`config.mk`:
```
export PLATFORM = sky130hd
export DESIGN_NAME = weighted_deque_top
export DESIGN_NICKNAME = d
export VERILOG_FILES = /design/src/hw/rtl/wdq_pkg.sv /design/src/hw/rtl/wdq_ring.sv /design/src/hw/rtl/weighted_deque_top.sv
export SDC_FILE = /design/constraint.sdc
export NUM_CORES = 1
export LEC_CHECK = 0
export BUFFER_PORTS_ARGS = -buffer_cell sky130_fd_sc_hd__buf_4
export CAP_MARGIN = 5
export CORE_ASPECT_RATIO = 0.75
export CORE_MARGIN = 2
export CORE_UTILIZATION = 54
export CTS_CLUSTER_SIZE = 16
export DETAILED_ROUTE_END_ITERATION = 8
export PLACE_DENSITY = 0.77
export SYNTH_ARGS = -nofsm -noshare
export SYNTH_HDL_FRONTEND = slang
export SYNTH_SLANG_ARGS = --single-unit
export TNS_END_PERCENT = 50
```
`constraint.sdc`:
```
create_clock -name clk_i -period 5.63 [get_ports clk_i]
set_input_delay 1.4075 -clock clk_i [delete_from_list [all_inputs] [get_ports clk_i]]
set_output_delay 1.4075 -clock clk_i [all_outputs]
set_load 0.02 [all_outputs]
```
`src/hw/rtl/wdq_pkg.sv`:
```
// Shared types and constants for the weighted deque.
`timescale 1ns / 1ps
`default_nettype none

package wdq_pkg;

  localparam int unsigned WEIGHT_W = 8;
  localparam int unsigned SUM_W    = 12;
  localparam int unsigned OP_W     = 3;

  localparam logic [SUM_W-1:0] LIMIT_RESET = 12'd11;

  typedef enum logic [OP_W-1:0] {
    OP_PUSH_FRONT = 3'd0,
    OP_PUSH_BACK  = 3'd1,
    OP_POP_FRONT  = 3'd2,
    OP_POP_BACK   = 3'd3,
    OP_PEEK_FRONT = 3'd4,
    OP_PEEK_BACK  = 3'd5,
    OP_CLEAR      = 3'd6,
    OP_STATUS     = 3'd7
  } op_e;

  localparam logic [1:0] LEVEL_STARVING = 2'd0;
  localparam logic [1:0] LEVEL_NOT_FULL = 2'd1;
  localparam logic [1:0] LEVEL_FULL     = 2'd2;

  // Register indexes on the configuration port.
  localparam logic REG_WEIGHT_LIMIT = 1'b0;

endpackage

`default_nettype wire

```
`src/hw/rtl/wdq_ring.sv`:
```
// Ring store: one write port, one read port with registered read data.
`timescale 1ns / 1ps
`default_nettype none

module wdq_ring #(
  parameter int unsigned DEPTH  = 16,
  parameter int unsigned AW     = 4,
  parameter int unsigned DATA_W = 8
) (
  input  wire              clk_i,
  input  wire              we_i,
  input  wire [AW-1:0]     waddr_i,
  input  wire [DATA_W-1:0] wdata_i,
  input  wire              re_i,
  input  wire [AW-1:0]     raddr_i,
  output logic [DATA_W-1:0] rdata_o
);

  logic [DATA_W-1:0] mem [DEPTH];

  always_ff @(posedge clk_i) begin
    if (we_i) begin
      mem[waddr_i] <= wdata_i;
    end
  end

  always_ff @(posedge clk_i) begin
    if (re_i) begin
      rdata_o <= mem[raddr_i];
    end
  end

endmodule

`default_nettype wire

```
`src/hw/rtl/weighted_deque_top.sv`:
```
// Weighted deque top level: request decode, ring pointers, weight sum, APB register.
`timescale 1ns / 1ps
`default_nettype none

// A request is taken in every clock cycle: busy_o stays low and start_i may be held
// high continuously. Each request produces exactly one result: the request is
// registered into the s1 stage, then into the result registers that drive done_o.
// The result is on the ports for a single cycle and the receiver cannot stall it.
// Pointers and entry count move at the request edge; the ring store read is
// registered, so the weight sum is settled in the following cycle and is forwarded
// to the next request's limit check. No clearing pass is needed after reset.
// weight_limit (reset 11) lives at byte address 0 and may be written only while idle.
module weighted_deque_top import wdq_pkg::*; #(
  parameter int unsigned DEPTH = 16,
  localparam int unsigned AW = (DEPTH > 1) ? $clog2(DEPTH) : 1,
  localparam int unsigned CW = $clog2(DEPTH + 1)
) (
  input  wire                 clk_i,
  input  wire                 rst_ni,
  input  wire                 start_i,
  output logic                busy_o,
  input  wire [OP_W-1:0]      op_i,
  input  wire [WEIGHT_W-1:0]  weight_i,
  input  wire                 psel,
  input  wire                 penable,
  input  wire                 pwrite,
  input  wire [2:0]           paddr,
  input  wire [31:0]          pwdata,
  output logic [31:0]         prdata,
  output logic                pready,
  output logic                done_o,
  output logic                ok_o,
  output logic [WEIGHT_W-1:0] data_o,
  output logic [1:0]          level_o,
  output logic [SUM_W-1:0]    weight_sum_o,
  output logic [CW-1:0]       entries_o
);

  localparam int unsigned SW = AW + 1;

  // ---------------------------------------------------------------- config
  logic [SUM_W-1:0] limit_q;
  logic             cfg_we;

  assign pready = 1'b1;
  // Register index comes from paddr[2]; byte-lane bits are ignored.
  assign cfg_we = psel && penable && pwrite && pready && (paddr[2] == REG_WEIGHT_LIMIT);
  assign prdata = (paddr[2] == REG_WEIGHT_LIMIT) ? {{(32-SUM_W){1'b0}}, limit_q} : '0;

  always_ff @(posedge clk_i or negedge rst_ni) begin
    if (!rst_ni) begin
      limit_q <= LIMIT_RESET;
    end else if (cfg_we) begin
      limit_q <= pwdata[SUM_W-1:0];
    end
  end

  // ---------------------------------------------------------------- state
  logic [AW-1:0]       front_q, front_d;
  logic [CW-1:0]       count_q, count_d;
  logic [SUM_W-1:0]    sum_q, sum_next, sum_cur;

  logic                s1_valid_q;
  op_e                 s1_op_q;
  logic                s1_ok_q;
  logic [WEIGHT_W-1:0] s1_w_q;
  logic [CW-1:0]       s1_count_q;

  logic [WEIGHT_W-1:0] rdata;

  op_e                 op;
  logic                accept;
  logic                is_push, not_empty, push_ok, req_ok;
  logic [CW-1:0]       off;
  logic [SW-1:0]       back_sum;
  logic [AW-1:0]       back_addr, front_dec, front_inc;
  logic [SUM_W:0]      push_total;
  logic                ring_we, ring_re;
  logic [AW-1:0]       ring_waddr, ring_raddr;

  assign busy_o = 1'b0;
  assign accept = start_i && !busy_o;
  assign op     = op_e'(op_i);

  assign is_push   = (op == OP_PUSH_FRONT) || (op == OP_PUSH_BACK);
  assign not_empty = (count_q != '0);

  // Back slot: front + count for a push, front + count - 1 for a read; always < 2*DEPTH.
  assign off       = is_push ? count_q : count_q - CW'(1);
  assign back_sum  = SW'(front_q) + SW'(off);
  assign back_addr = (back_sum >= SW'(DEPTH)) ? AW'(back_sum - SW'(DEPTH)) : AW'(back_sum);
  assign front_dec = (front_q == '0) ? AW'(DEPTH - 1) : front_q - AW'(1);
  assign front_inc = (front_q == AW'(DEPTH - 1)) ? '0 : front_q + AW'(1);

  // Sum after the request still in flight, so back-to-back pushes see a pop's effect.
  always_comb begin
    sum_next = sum_q;
    case (s1_op_q)
      OP_PUSH_FRONT, OP_PUSH_BACK: begin
        if (s1_ok_q) sum_next = sum_q + SUM_W'(s1_w_q);
      end
      OP_POP_FRONT, OP_POP_BACK: begin
        if (s1_ok_q) sum_next = sum_q - SUM_W'(rdata);
      end
      OP_CLEAR: sum_next = '0;
      default:  sum_next = sum_q;
    endcase
  end

  assign sum_cur    = s1_valid_q ? sum_next : sum_q;
  assign push_total = {1'b0, sum_cur} + (SUM_W + 1)'(weight_i);
  assign push_ok    = (count_q < CW'(DEPTH)) && (push_total <= {1'b0, limit_q});

  always_comb begin
    front_d    = front_q;
    count_d    = count_q;
    req_ok     = 1'b1;
    ring_we    = 1'b0;
    ring_re    = 1'b0;
    ring_waddr = back_addr;
    ring_raddr = back_addr;
    unique case (op)
      OP_PUSH_FRONT: begin
        req_ok     = push_ok;
        ring_we    = accept && push_ok;
        ring_waddr = front_dec;
        if (push_ok) begin
          front_d = front_dec;
          count_d = count_q + CW'(1);
        end
      end
      OP_PUSH_BACK: begin
        req_ok  = push_ok;
        ring_we = accept && push_ok;
        if (push_ok) count_d = count_q + CW'(1);
      end
      OP_POP_FRONT: begin
        req_ok     = not_empty;
        ring_re    = accept && not_empty;
        ring_raddr = front_q;
        if (not_empty) begin
          front_d = front_inc;
          count_d = count_q - CW'(1);
        end
      end
      OP_POP_BACK: begin
        req_ok  = not_empty;
        ring_re = accept && not_empty;
        if (not_empty) count_d = count_q - CW'(1);
      end
      OP_PEEK_FRONT: begin
        req_ok     = not_empty;
        ring_re    = accept && not_empty;
        ring_raddr = front_q;
      end
      OP_PEEK_BACK: begin
        req_ok  = not_empty;
        ring_re = accept && not_empty;
      end
      OP_CLEAR: begin
        front_d = '0;
        count_d = '0;
      end
      OP_STATUS: req_ok = 1'b1;
      default:   req_ok = 1'b1;
    endcase
  end

  wdq_ring #(
    .DEPTH  (DEPTH),
    .AW     (AW),
    .DATA_W (WEIGHT_W)
  ) u_ring (
    .clk_i   (clk_i),
    .we_i    (ring_we),
    .waddr_i (ring_waddr),
    .wdata_i (weight_i),
    .re_i    (ring_re),
    .raddr_i (ring_raddr),
    .rdata_o (rdata)
  );

  always_ff @(posedge clk_i or negedge rst_ni) begin
    if (!rst_ni) begin
      front_q    <= '0;
      count_q    <= '0;
      sum_q      <= '0;
      s1_valid_q <= 1'b0;
      s1_op_q    <= OP_STATUS;
    end else begin
      if (s1_valid_q) sum_q <= sum_next;
      s1_valid_q <= accept;
      if (accept) begin
        front_q <= front_d;
        count_q <= count_d;
        s1_op_q <= op;
      end
    end
  end

  always_ff @(posedge clk_i) begin
    if (accept) begin
      s1_ok_q    <= req_ok;
      s1_w_q     <= weight_i;
      s1_count_q <= count_d;
    end
  end

  // ---------------------------------------------------------------- result
  logic                done_q;
  logic                ok_q;
  logic [WEIGHT_W-1:0] data_q;
  logic [1:0]          level_q;
  logic [SUM_W-1:0]    wsum_q;
  logic [CW-1:0]       entries_q;
  logic                s1_is_read;
  logic [1:0]          level_d;

  assign s1_is_read = (s1_op_q == OP_POP_FRONT) || (s1_op_q == OP_POP_BACK) ||
                      (s1_op_q == OP_PEEK_FRONT) || (s1_op_q == OP_PEEK_BACK);

  // Starving wins over full when the limit is zero.
  assign level_d = (sum_next == '0)     ? LEVEL_STARVING :
                   (sum_next == limit_q) ? LEVEL_FULL : LEVEL_NOT_FULL;

  always_ff @(posedge clk_i or negedge rst_ni) begin
    if (!rst_ni) begin
      done_q <= 1'b0;
    end else begin
      done_q <= s1_valid_q;
    end
  end

  always_ff @(posedge clk_i) begin
    if (s1_valid_q) begin
      ok_q      <= s1_ok_q;
      data_q    <= (s1_ok_q && s1_is_read) ? rdata : '0;
      level_q   <= level_d;
      wsum_q    <= sum_next;
      entries_q <= s1_count_q;
    end
  end

  assign done_o       = done_q;
  assign ok_o         = ok_q;
  assign data_o       = data_q;
  assign level_o      = level_q;
  assign weight_sum_o = wsum_q;
  assign entries_o    = entries_q;

  // ---------------------------------------------------------------- checks
  a_result_follows: assert property (@(posedge clk_i) disable iff (!rst_ni)
    (start_i && !busy_o) |=> ##1 done_o)
    else $error("request without result two cycles later");

  a_no_stray_result: assert property (@(posedge clk_i) disable iff (!rst_ni)
    done_o |-> $past(s1_valid_q))
    else $error("result strobe without request in flight");

  a_count_bound: assert property (@(posedge clk_i) disable iff (!rst_ni)
    done_o |-> (entries_o <= CW'(DEPTH)))
    else $error("entry count beyond ring depth");

  a_refused_zero: assert property (@(posedge clk_i) disable iff (!rst_ni)
    (done_o && !ok_o) |-> (data_o == '0))
    else $error("refused request returned data");

endmodule

`default_nettype wire

```
==> summary.md, run 1 <==
| Metric | Value |
|---|---|
| Die Ht | around 130 um |
| Layout cell share with drive strength beyond 1 | 0.324 |
| Final WL | 27700 um |
| Layout Cells excl Fill | 1320 |
| # placed instances | 1270 |
| Final setup viols | 0 |
| Yosys cell types | 89 |
| Sequential cell area fraction in the yosys report | 0.550 |
| Fmax achieved | ~180 MHz |
| Worst path max stage delay | roughly 500 ps |
| Mapped Cells | 875 |
| Hold crit path type | register to register |
| Simple-gate area share of the yosys netlist | 0.0880 |
| Ys Warns | 0 |
| CP top delay family | compound AO/OA/AOI/OAI gates |
| Routed met1 length | 12100 um |
| Core ar. | 21000 um2 |
| Period utilization | 0.983 |
| Clock-pin slew of the registers on the worst-case setup and hold paths | 70 ps |
| Placer Congestion | 0.902 |
| Remaining routing DRC violations | 0 |
| Synth Area per Inst | between 10 and 15 um2 |
| Peak VDD IR | 0.423 mV |
| Crit path capture type | register |
| Synth Area in Compound Gates | 0.129 |
| Post-synthesis mux area share | 0.103 |
| Unrepaired setup endpoints after global routing | true |
| Nature of the critical path startpoint | register |
| Ys flop type | edfxtp_1 |
| Xor and xnor area share after synthesis | 0.0252 |
| Detail Placement HPWL | 19200 um |
| Vias per cell | between 5 and 6 |
| Fin crit period | about 5500 ps |
| GRT Total Usage | 0.251 |
| Critical path depth | 27 |
| Post-synth top area cell | edfxtp_1 |
| Die extent in x | 172 um |
| Initial core utilization | 0.546 |
| Final-report hold violation count | 0 |
| Setup TNS | 0 ps |
| Critical path peak fanout | 5 |
| Register area | 6300 um2 |
| FF+latch count, synth | 216 |
| Wire length per cell after detailed routing | 21.0 um |
| Initial antenna violation count | 0 |
| Via count | 7857 |
| TritonCTS buffer count | 22 |
| CP bufs+invs | 4 |
| Reg-to-reg slack, setup | 100 ps |
| DR top layer | met4 |
| Root Buffer | clkbuf_16 |
| Net count, final | 1120 |
| Max-slew violations | 0 |
| Top cells by area, synth | edfxtp_1, dfrtp_1, mux4_2, ha_1, mux2_2 |
| First-pass GRT wire length | 42300 um |
| Post-synth EDFFs | 178 |
| Worst relative slew slack | 0.378 |
| Largest family of logic cells by synthesized area | compound AO/OA/AOI/OAI gates |
| Worst-Margin Slew | 915 ps |
| Initial drt markers | around 800 |
| Total power | 0.00858 W |
| Crit Path Class | register to register |
| Fillers | between 1500 and 2000 |
| Worst-case reg-to-reg path depth | 27 |
| CTS tree | yes |
| Post-synth top area share | 0.466 |
| Outcome | finished, final reports clean |
| Slowest CP cell | o311ai_2 |
| Mapped Area | about 11000 um2 |
| First drt pass iteration count | 5 |
| Std-Cell Rows | 46 |
| Port bufs | 70 |
| Pin count of the biggest net entering global routing | 39 |
| Ports | approximately 120 |
| P_leak | approximately 5.3 nW |
| Area share of fa/ha/maj cells after synthesis | 0.0594 |
| Multi-input logic area | 5030 um2 |
| Cell Pwr Density | between 600 and 700 nW/um2 |
| Area grow syn2layout | 21.1% |
| Most common cell in the netlist | edfxtp_1 |
| Clk sink count | between 200 and 250 |
| Gr ovfl total | 0 |
| CP arrival | a little under 6000 ps |
| H-tree Lvls | 1 |
| Clk buf depth | 3 |
| Met2 wire len | 12600 um |
| Commonest cells in the netlist | edfxtp_1, nor2_1, a21oi_1, ha_1, inv_1 |
| Clock latency on the worst-skew pair | 510 ps |
| Number of global-route vias before repair | between 7000 and 8000 |
| Hold Crit Depth | 0 |
| Required @ worst endpoint | 6010 ps |
| Clock skew | between 15 and 20 ps |
| Antenna Cells | 0 |
| Die area | 22400 um2 |
| Asr flop ratio synth | 0.176 |
| WL met3 | 2570 um |
| Max-cap violations | 0 |
| Remaining antenna violation count | 0 |
==> area by class of cell <==
cell class,instances,share of cell area
Sequential cell,216,0.454
Multi-Input combinational cell,580,0.362
Timing Repair Buffer,150,0.0913
Clock buffer,26,0.0430
Tap cell,288,0.0260
Inverter,46,0.0124
Clock inverter,14,0.0105
==> layer usage <==
layer | up-vias | GRT usage
li1 | 3596 | -
met1 | 3853 | 0.386
met2 | 373 | 0.375
met3 | 35 | 0.0500
met4 | 0 | 0.0514
met5 | - | 0
==> timing repair <==
action,CTS,global route
hold buffers,0,0
pin swaps,10,28
endpoints found under the setup margin,132,142
buffers inserted,4,6
resized for setup,15,45
==> stage by stage <==
step | utilization | instance area (um2) | setup slack [ps] | hold slack [ps]
global placement | 0.610 | 12800 | -46.7 | 404
CTS | 0.650 | 13700 | 8.33 | 412
floorplan | - | 11600 | 5.71 | 400
global route | 0.661 | 13900 | -180 | 433
detailed placement | 0.610 | 12800 | -89.6 | 405
finish | 0.661 | 13900 | 96.8 | 407
==> flip-flops by register name, summed over array words and instances, names as in the netlist <==
signal / count
sum_q: 12
level_o: 2
s1_op_q: 3
limit_q: 12
u_ring.mem: 128
front_q: 4
count_q: 5
u_ring.rdata_o: 8
data_o: 8
s1_valid_q: 1
weight_sum_o: 12
s1_ok_q: 1
s1_count_q: 5
done_o: 1
entries_o: 5
ok_o: 1
s1_w_q: 8
==> placed cells by master, fill, tap and decap left out, types with 7 or more instances in the layout <==
master       n
o21ai_1      7
buf_4      132
mux2_2      22
nand2_1     32
a31oi_1      7
o21ai_0     20
a21o_1      12
mux4_2      32
dfrtp_1     31
buf_12       8
edfxtp_1   178
and3_1      11
xor2_1       8
a21oi_2      7
a21oi_1     45
conb_1      22
nor2_4      16
nor2b_1     14
nand4_1      8
o21a_1       8
a211oi_1    11
inv_1       42
xnor2_1     25
nor3_1      13
nor2_1      49
o211ai_1     7
mux2i_1     14
nand3_1     16
ha_1        43
clkbuf_16   23
buf_6        9
==> logic make-up after synthesis <==
kind of cell               count (synthesis)
DFF                                      216
AOI/OAI and AO/OA                        200
and+or+nand+nor                          199
buffers and inverters                     99
muxes                                     74
adders and majority gates                 52
xor gates and xnor gates                  33
other                                      2
==> final timing paths <==
path / from / to
max: sum_q[0]$_DFF_PN0_ / front_q[2]$_DFFE_PN0P_
min: s1_count_q[1]$_DFFE_PP_ / entries_o[1]$_DFFE_PP_
max reg2reg: sum_q[0]$_DFF_PN0_ / front_q[2]$_DFFE_PN0P_
min reg2reg: s1_count_q[1]$_DFFE_PP_ / entries_o[1]$_DFFE_PP_
max in group asynchronous: rst_ni / s1_valid_q$_DFF_PN0_
min in group asynchronous: rst_ni / front_q[1]$_DFFE_PN0P_
==> power by group <==
group	switching, W	leakage [nW]	internal [W]
combinational	0.00266	2.85	0.00216
sequential	0.000196	2.10	0.00205
clock	0.000614	0.368	0.000896
total	0.00347	5.32	0.00511
Note: power is estimated with default switching activity, not from simulation.
==> inputs of run 2 (changes only) <==
PLACE_DENSITY = unset   (was 0.77)
PLACE_DENSITY_LB_ADDON = 0.12   (was unset)
==> run 2 against run 1 <==
  * Flip-flop and latch count is the same
  * Combinational power grew 3%
  * Global-route usage shrank 0.39 points
  * Sequential share of layout area shrank 0.82 points
  * Worst setup slack lost 37 ps
  * Clock skew shrank 7.7 ps
  * Non-clock buffer count grew 18
  * Clock power shrank 5%
  * Core utilization grew 1.2 points
  * Largest cell class unchanged
  * Highest routed layer unchanged
==> summary.md, run 2 (synthesis gave the netlist of run 1 again) <==
| Metric | Value |
|---|---|
| Peak VDD IR | roughly 0.43 mV |
| Worst relative slew slack | 0.415 |
| CTS tree | yes |
| Remaining routing DRC violations | 0 |
| Clock skew | ~9 ps |
| Hold endpoint | entries_o[4]$_DFFE_PP_ |
| Setup TNS | 0 ps |
| Crit Path Class | register to register |
| Layout cell share with drive strength beyond 1 | 0.343 |
| Critical path peak fanout | 5 |
| Unrepaired setup endpoints after global routing | true |
| Initial antenna violation count | 0 |
| Reg-to-Reg End | front_q[3]$_DFFE_PN0P_ |
| Fmax achieved | 180 MHz |
| Initial core utilization | 0.546 |
| Worst path max stage delay | roughly 420 ps |
| First-pass GRT wire length | 41400 um |
| Remaining antenna violation count | 0 |
| WL met3 | 1890 um |
| P_leak | 5.41 nW |
| Area after DPL | approximately 13000 um2 |
| Reg-to-reg slack, setup | between 60 and 70 ps |
| Clk buf depth | 3 |
| Wire length per cell after detailed routing | 20.6 um |
| Routed met1 length | 13000 um |
| Top reg by flops | u_ring.mem |
| Final WL | about 28000 um |
| CP top delay family | compound AO/OA/AOI/OAI gates |
| Most used cell, CP | o21ai_2 |
| First drt pass iteration count | 5 |
| Reg2reg start | sum_q[0]$_DFF_PN0_ |
| Fin crit period | 5570 ps |
| Fillers | 1504 |
| Port bufs | 70 |
| Hold crit path type | register to register |
| Most frequent cells in the layout | edfxtp_1, buf_4, nor2_1 |
| H-tree Lvls | 1 |
| Worst-case reg-to-reg path depth | 26 |
| Clock-pin slew of the registers on the worst-case setup and hold paths | roughly 60 ps |
| Final setup viols | 0 |
| Ports | 115 |
| Hold Crit Depth | 0 |
| Met2 wire len | about 12000 um |
| Die Ht | 130 um |
| # placed instances | approximately 1300 |
| Antenna Cells | 0 |
| Die extent in x | 172 um |
| Nature of the critical path startpoint | register |
| Worst hold start | s1_count_q[4]$_DFFE_PP_ |
| Max-slew violations | 0 |
| Worst-Margin Slew | 860 ps |
| Fin Hold WS | 413 ps |
| Max-cap violations | 0 |
| Slowest CP cell | dfrtp_1 |
| Cell Pwr Density | about 610 nW/um2 |
| Area grow syn2layout | 23.3% |
| TritonCTS buffer count | 23 |
| Clock latency on the worst-skew pair | 510 ps |
| Crit path capture type | register |
| Outcome | finished, final reports clean |
| GRT Total Usage | 0.247 |
| Root Buffer | clkbuf_16 |
| Post-layout instance area | 14100 um2 |
| Std-Cell Rows | 46 |
| DR top layer | met4 |
| Required @ worst endpoint | 6020 ps |
| Placer Congestion | 0.881 |
| Layout Cells excl Fill | 1339 |
| Gr ovfl total | 0 |
| CP arrival | 5960 ps |
| Clk sink count | 216 |
| Vias per cell | 5.79 |
| Die area | 22400 um2 |
| Pin count of the biggest net entering global routing | 39 |
| Number of global-route vias before repair | between 7000 and 8000 |
| Final core utilization | 0.673 |
| Net count, final | 1139 |
| CP bufs+invs | 3 |
| Max reg flops | 128 |
| Core ar. | 21000 um2 |
| Final-report hold violation count | 0 |
| Period utilization | 0.989 |
| Via count | 7753 |
| Initial drt markers | 665 |
| Detail Placement HPWL | just under 20000 um |
| Commonest non-fill, non-tap cell in the layout | edfxtp_1 |
-- run 2: cell type report --
type,instances,area (um2),area share
multi-input combinational,580,5140,0.364
inverter,46,173,0.0122
timing repair buffer,168,1440,0.102
clock inverter,14,126,0.00894
sequential,216,6300,0.446
clock buffer,27,591,0.0418
tap,288,360,0.0255
-- run 2: worst max path at each step --
stage                            from                           to  slack [ps]  depth (start not counted)
2_1_floorplan  s1_op_q[2]$_DFFE_PN1P_  u_ring.mem[12][0]$_DFFE_PP_           6                         28
3_3_place_gp       sum_q[0]$_DFF_PN0_   u_ring.mem[9][1]$_DFFE_PP_        -140                         27
3_5_place_dp       sum_q[0]$_DFF_PN0_   u_ring.mem[9][1]$_DFFE_PP_        -230                         27
4_1_cts            sum_q[0]$_DFF_PN0_   u_ring.mem[7][2]$_DFFE_PP_           3                         28
5_1_grt            sum_q[0]$_DFF_PN0_  u_ring.mem[15][6]$_DFFE_PP_        -220                         27
6_report           sum_q[0]$_DFF_PN0_       front_q[3]$_DFFE_PN0P_          60                         26
-- run 2: repair_timing --
item,4_1_cts,5_1_grt
hold buffers,0,0
hold endpoints to repair,0,0
buffers inserted,7,5
gates resized for setup,13,56
cloned,0,0
pin swaps,8,40
setup endpoints to repair,133,142
-- run 2: per-layer routing --
metal	global-route usage	vias up
met3	0.0397	35
met1	0.385	3825
met4	0.0509	0
met5	0	-
li1	-	3637
met2	0.370	256
-- run 2: power breakdown --
group          switching, W  leakage, nW  internal [W]  total, W
sequential         0.000193         2.10       0.00206   0.00225
combinational       0.00269         2.96       0.00228   0.00496
clock              0.000602        0.345      0.000843   0.00144
total               0.00348         5.41       0.00518   0.00866
-- run 2: per-stage QoR --
stage,worst slack [ps],power (W)
2_1_floorplan,5.71,0.00537
3_3_place_gp,-143,0.00678
3_5_place_dp,-229,0.00684
4_1_cts,2.91,0.00841
5_1_grt,-222,0.00917
6_report,60.0,0.00866
-- run 2: worst reg2reg max path: stages (launching register included) --
cell      delay [ps]
dfrtp_1          420
inv_2            100
ha_4             150
inv_2             40
fa_2             400
a211oi_4         260
o21ai_2          110
xor2_1           160
a221oi_2         340
nor2_1           110
mux2_4           310
ha_4             290
nand2_2           50
o21ai_2          120
o21ai_2           80
nor3_2           230
nand2_1          100
xnor2_1          150
ha_1             390
nand4_1          130
o32ai_2          300
a31oi_2           90
buf_4            200
a311oi_4         280
o311ai_4         160
nor2_4           180
mux2_4           310
==> inputs of run 3 (changes only) <==
BUFFER_PORTS_ARGS = -buffer_cell sky130_fd_sc_hd__buf_2   (was -buffer_cell sky130_fd_sc_hd__buf_4)
==> run 3 against run 2 <==
  * Via count increased by 1.6%
  * Largest cell class unchanged
  * Count of clock-buffer cells in the layout unchanged
  * Critical path depth increased by 1
  * Final cell count increased by 0.60%
  * Power decreased by 0.89%
  * Routed wire length decreased by 0.82%
==> summary.md, run 3 (synthesis gave the netlist of run 1 again) <==
| Metric | Value |
|---|---|
| Met3 Use GR | 0.0482 |
| Detail Placement HPWL | about 19000 um |
| Clock skew | 11.6 ps |
| Max-cap violations | 0 |
| Die extent in x | 172 um |
| Area after DPL | 12800 um2 |
| Placer Congestion | 0.867 |
| Fmax achieved | 181 MHz |
| Max reg flops | 128 |
| Crit path capture type | register |
| Top reg by flops | u_ring.mem |
| Std-Cell Rows | 46 |
| CP arrival | ~5900 ps |
| GRT Total Usage | 0.244 |
| Slowest CP cell | dfrtp_1 |
| Gr ovfl total | 0 |
| First drt pass iteration count | 5 |
| Antenna Cells | 0 |
| Max-slew violations | 0 |
| Initial drt markers | around 630 |
| Commonest non-fill, non-tap cell in the layout | edfxtp_1 |
| Clk sink count | 216 |
| Fillers | approximately 1500 |
| Via count | 7877 |
| GR met2 Demand/Resource | 0.368 |
| Root Buffer | clkbuf_16 |
| Area grow syn2layout | 22.3% |
| Most used routing layer | met1 |
| Remaining antenna violation count | 0 |
| Vias per cell | a little under 6 |
| P_leak | 5.37 nW |
| Final WL | ~27000 um |
| Worst relative slew slack | 0.363 |
| Hold buffers post-CTS | 0 |
| Worst-Margin Slew | 955 ps |
| Number of global-route vias before repair | 7236 |
| Die Ht | about 130 um |
| Ports | 115 |
| Clock-pin slew of the registers on the worst-case setup and hold paths | 60 ps |
| Outcome | finished, final reports clean |
| H-tree Lvls | 1 |
| Peak VDD IR | around 0.30 mV |
| Pin count of the biggest net entering global routing | 39 |
| CTS tree | yes |
| Die area | 22400 um2 |
| Core ar. | 21000 um2 |
| Clk buf depth | 3 |
| Port bufs | 70 |
| Layout cell share with drive strength beyond 1 | 0.352 |
| Crit Path Class | register to register |
| Cell Pwr Density | 612 nW/um2 |
| Net count, final | approximately 1100 |
| Initial antenna violation count | 0 |
| Critical path peak fanout | 4 |
| Period utilization | 0.983 |
| Clock latency on the worst-skew pair | approximately 500 ps |
| Worst path max stage delay | between 400 and 500 ps |
| # placed instances | 1288 |
| Most frequent cells in the layout | edfxtp_1, buf_4, buf_2 |
| Met1 Usage GRT | 0.374 |
| Nature of the critical path startpoint | register |
| Post-layout instance area | approximately 14000 um2 |
| Final-report hold violation count | 0 |
| Final setup viols | 0 |
| Fin crit period | 5530 ps |
| Hold crit path type | register to register |
| Remaining routing DRC violations | 0 |
| Wire length per cell after detailed routing | 20.3 um |
| Required @ worst endpoint | 6020 ps |
| Initial core utilization | 0.546 |
| Final core utilization | 0.667 |
| Layout Cells excl Fill | 1347 |
| TritonCTS buffer count | 22 |
| Unrepaired setup endpoints after global routing | true |
| First-pass GRT wire length | between 40000 and 50000 um |
==> run 3: cell types whose count changed in the layout (fill, tap and decap cells not counted), moves of 2 or more <==
cell        delta
o21ai_0        +2
ha_1           -5
clkinvlp_4     +2
buf_2         +70
ha_2           +2
nor2_4         +5
nor2_2         -5
ha_4           +3
bufinv_16      -2
buf_4         -69
buf_6          +8
==> run 3: worst paths after layout <==
kind,from,endpoint,slack [ps],cells after the start
worst max-delay path,sum_q[0]$_DFF_PN0_,front_q[3]$_DFFE_PN0P_,100,27
worst min-delay path,s1_count_q[4]$_DFFE_PP_,entries_o[4]$_DFFE_PP_,420,0
worst max register to register,sum_q[0]$_DFF_PN0_,front_q[3]$_DFFE_PN0P_,100,27
worst min register to register,s1_count_q[4]$_DFFE_PP_,entries_o[4]$_DFFE_PP_,420,0
max in group asynchronous,rst_ni,s1_valid_q$_DFF_PN0_,3920,1
min in group asynchronous,rst_ni,count_q[2]$_DFFE_PN0P_,1050,1
==> run 3: timing repair <==
action                     in CTS  in global routing
resized for setup              20                 59
setup buffers                  11                  8
pin swaps                      19                 39
setup endpoints to repair     132                143
hold endpoints to repair        0                  0
==> run 3: cell type report <==
| cell class | count | area (um2) | area share |
|---|---|---|---|
| clock buffer | 27 | 591 | 0.0421 |
| clock inverter | 13 | 72.6 | 0.00518 |
| inverter | 46 | 173 | 0.0123 |
| multi-input combinational | 580 | 5160 | 0.368 |
| sequential | 216 | 6300 | 0.450 |
| tap | 288 | 360 | 0.0257 |
| timing repair buffer | 177 | 1360 | 0.0971 |
==> run 3: layer usage <==
| metal | vias to the layer above | part of all wire |
|---|---|---|
| li1 | 3660 | - |
| met1 | 3936 | 0.47 |
| met2 | 256 | 0.45 |
| met3 | 25 | 0.069 |
| met4 | 0 | 0.013 |
| met5 | - | 0 |
==> run 3: stage by stage <==
stage               power [W]  TNS [ps]  hold slack, ps  worst slack [ps]
CTS                   0.00833         0             421              2.41
finish                0.00858         0             418              95.4
global route          0.00907    -14280             426              -164
detailed placement    0.00681    -15790             407              -160
global placement      0.00676     -9600             408              -116
floorplan             0.00537         0             400              5.71
==> run 3: critical path: cells and delay by family (launching register included) <==
kind | cells | cell delay [ps]
buf+inv | 3 | 320
simple gates | 5 | 660
xor+xnor | 2 | 310
flops | 1 | 420
fa+ha+maj | 4 | 1200
mux | 2 | 620
compound gates | 11 | 1890
==> run 3: where the power goes <==
| group | switching, W | internal [W] |
|---|---|---|
| sequential | 0.000183 | 0.00205 |
| combinational | 0.00272 | 0.00227 |
| clock | 0.000604 | 0.000749 |
| total | 0.00350 | 0.00507 |
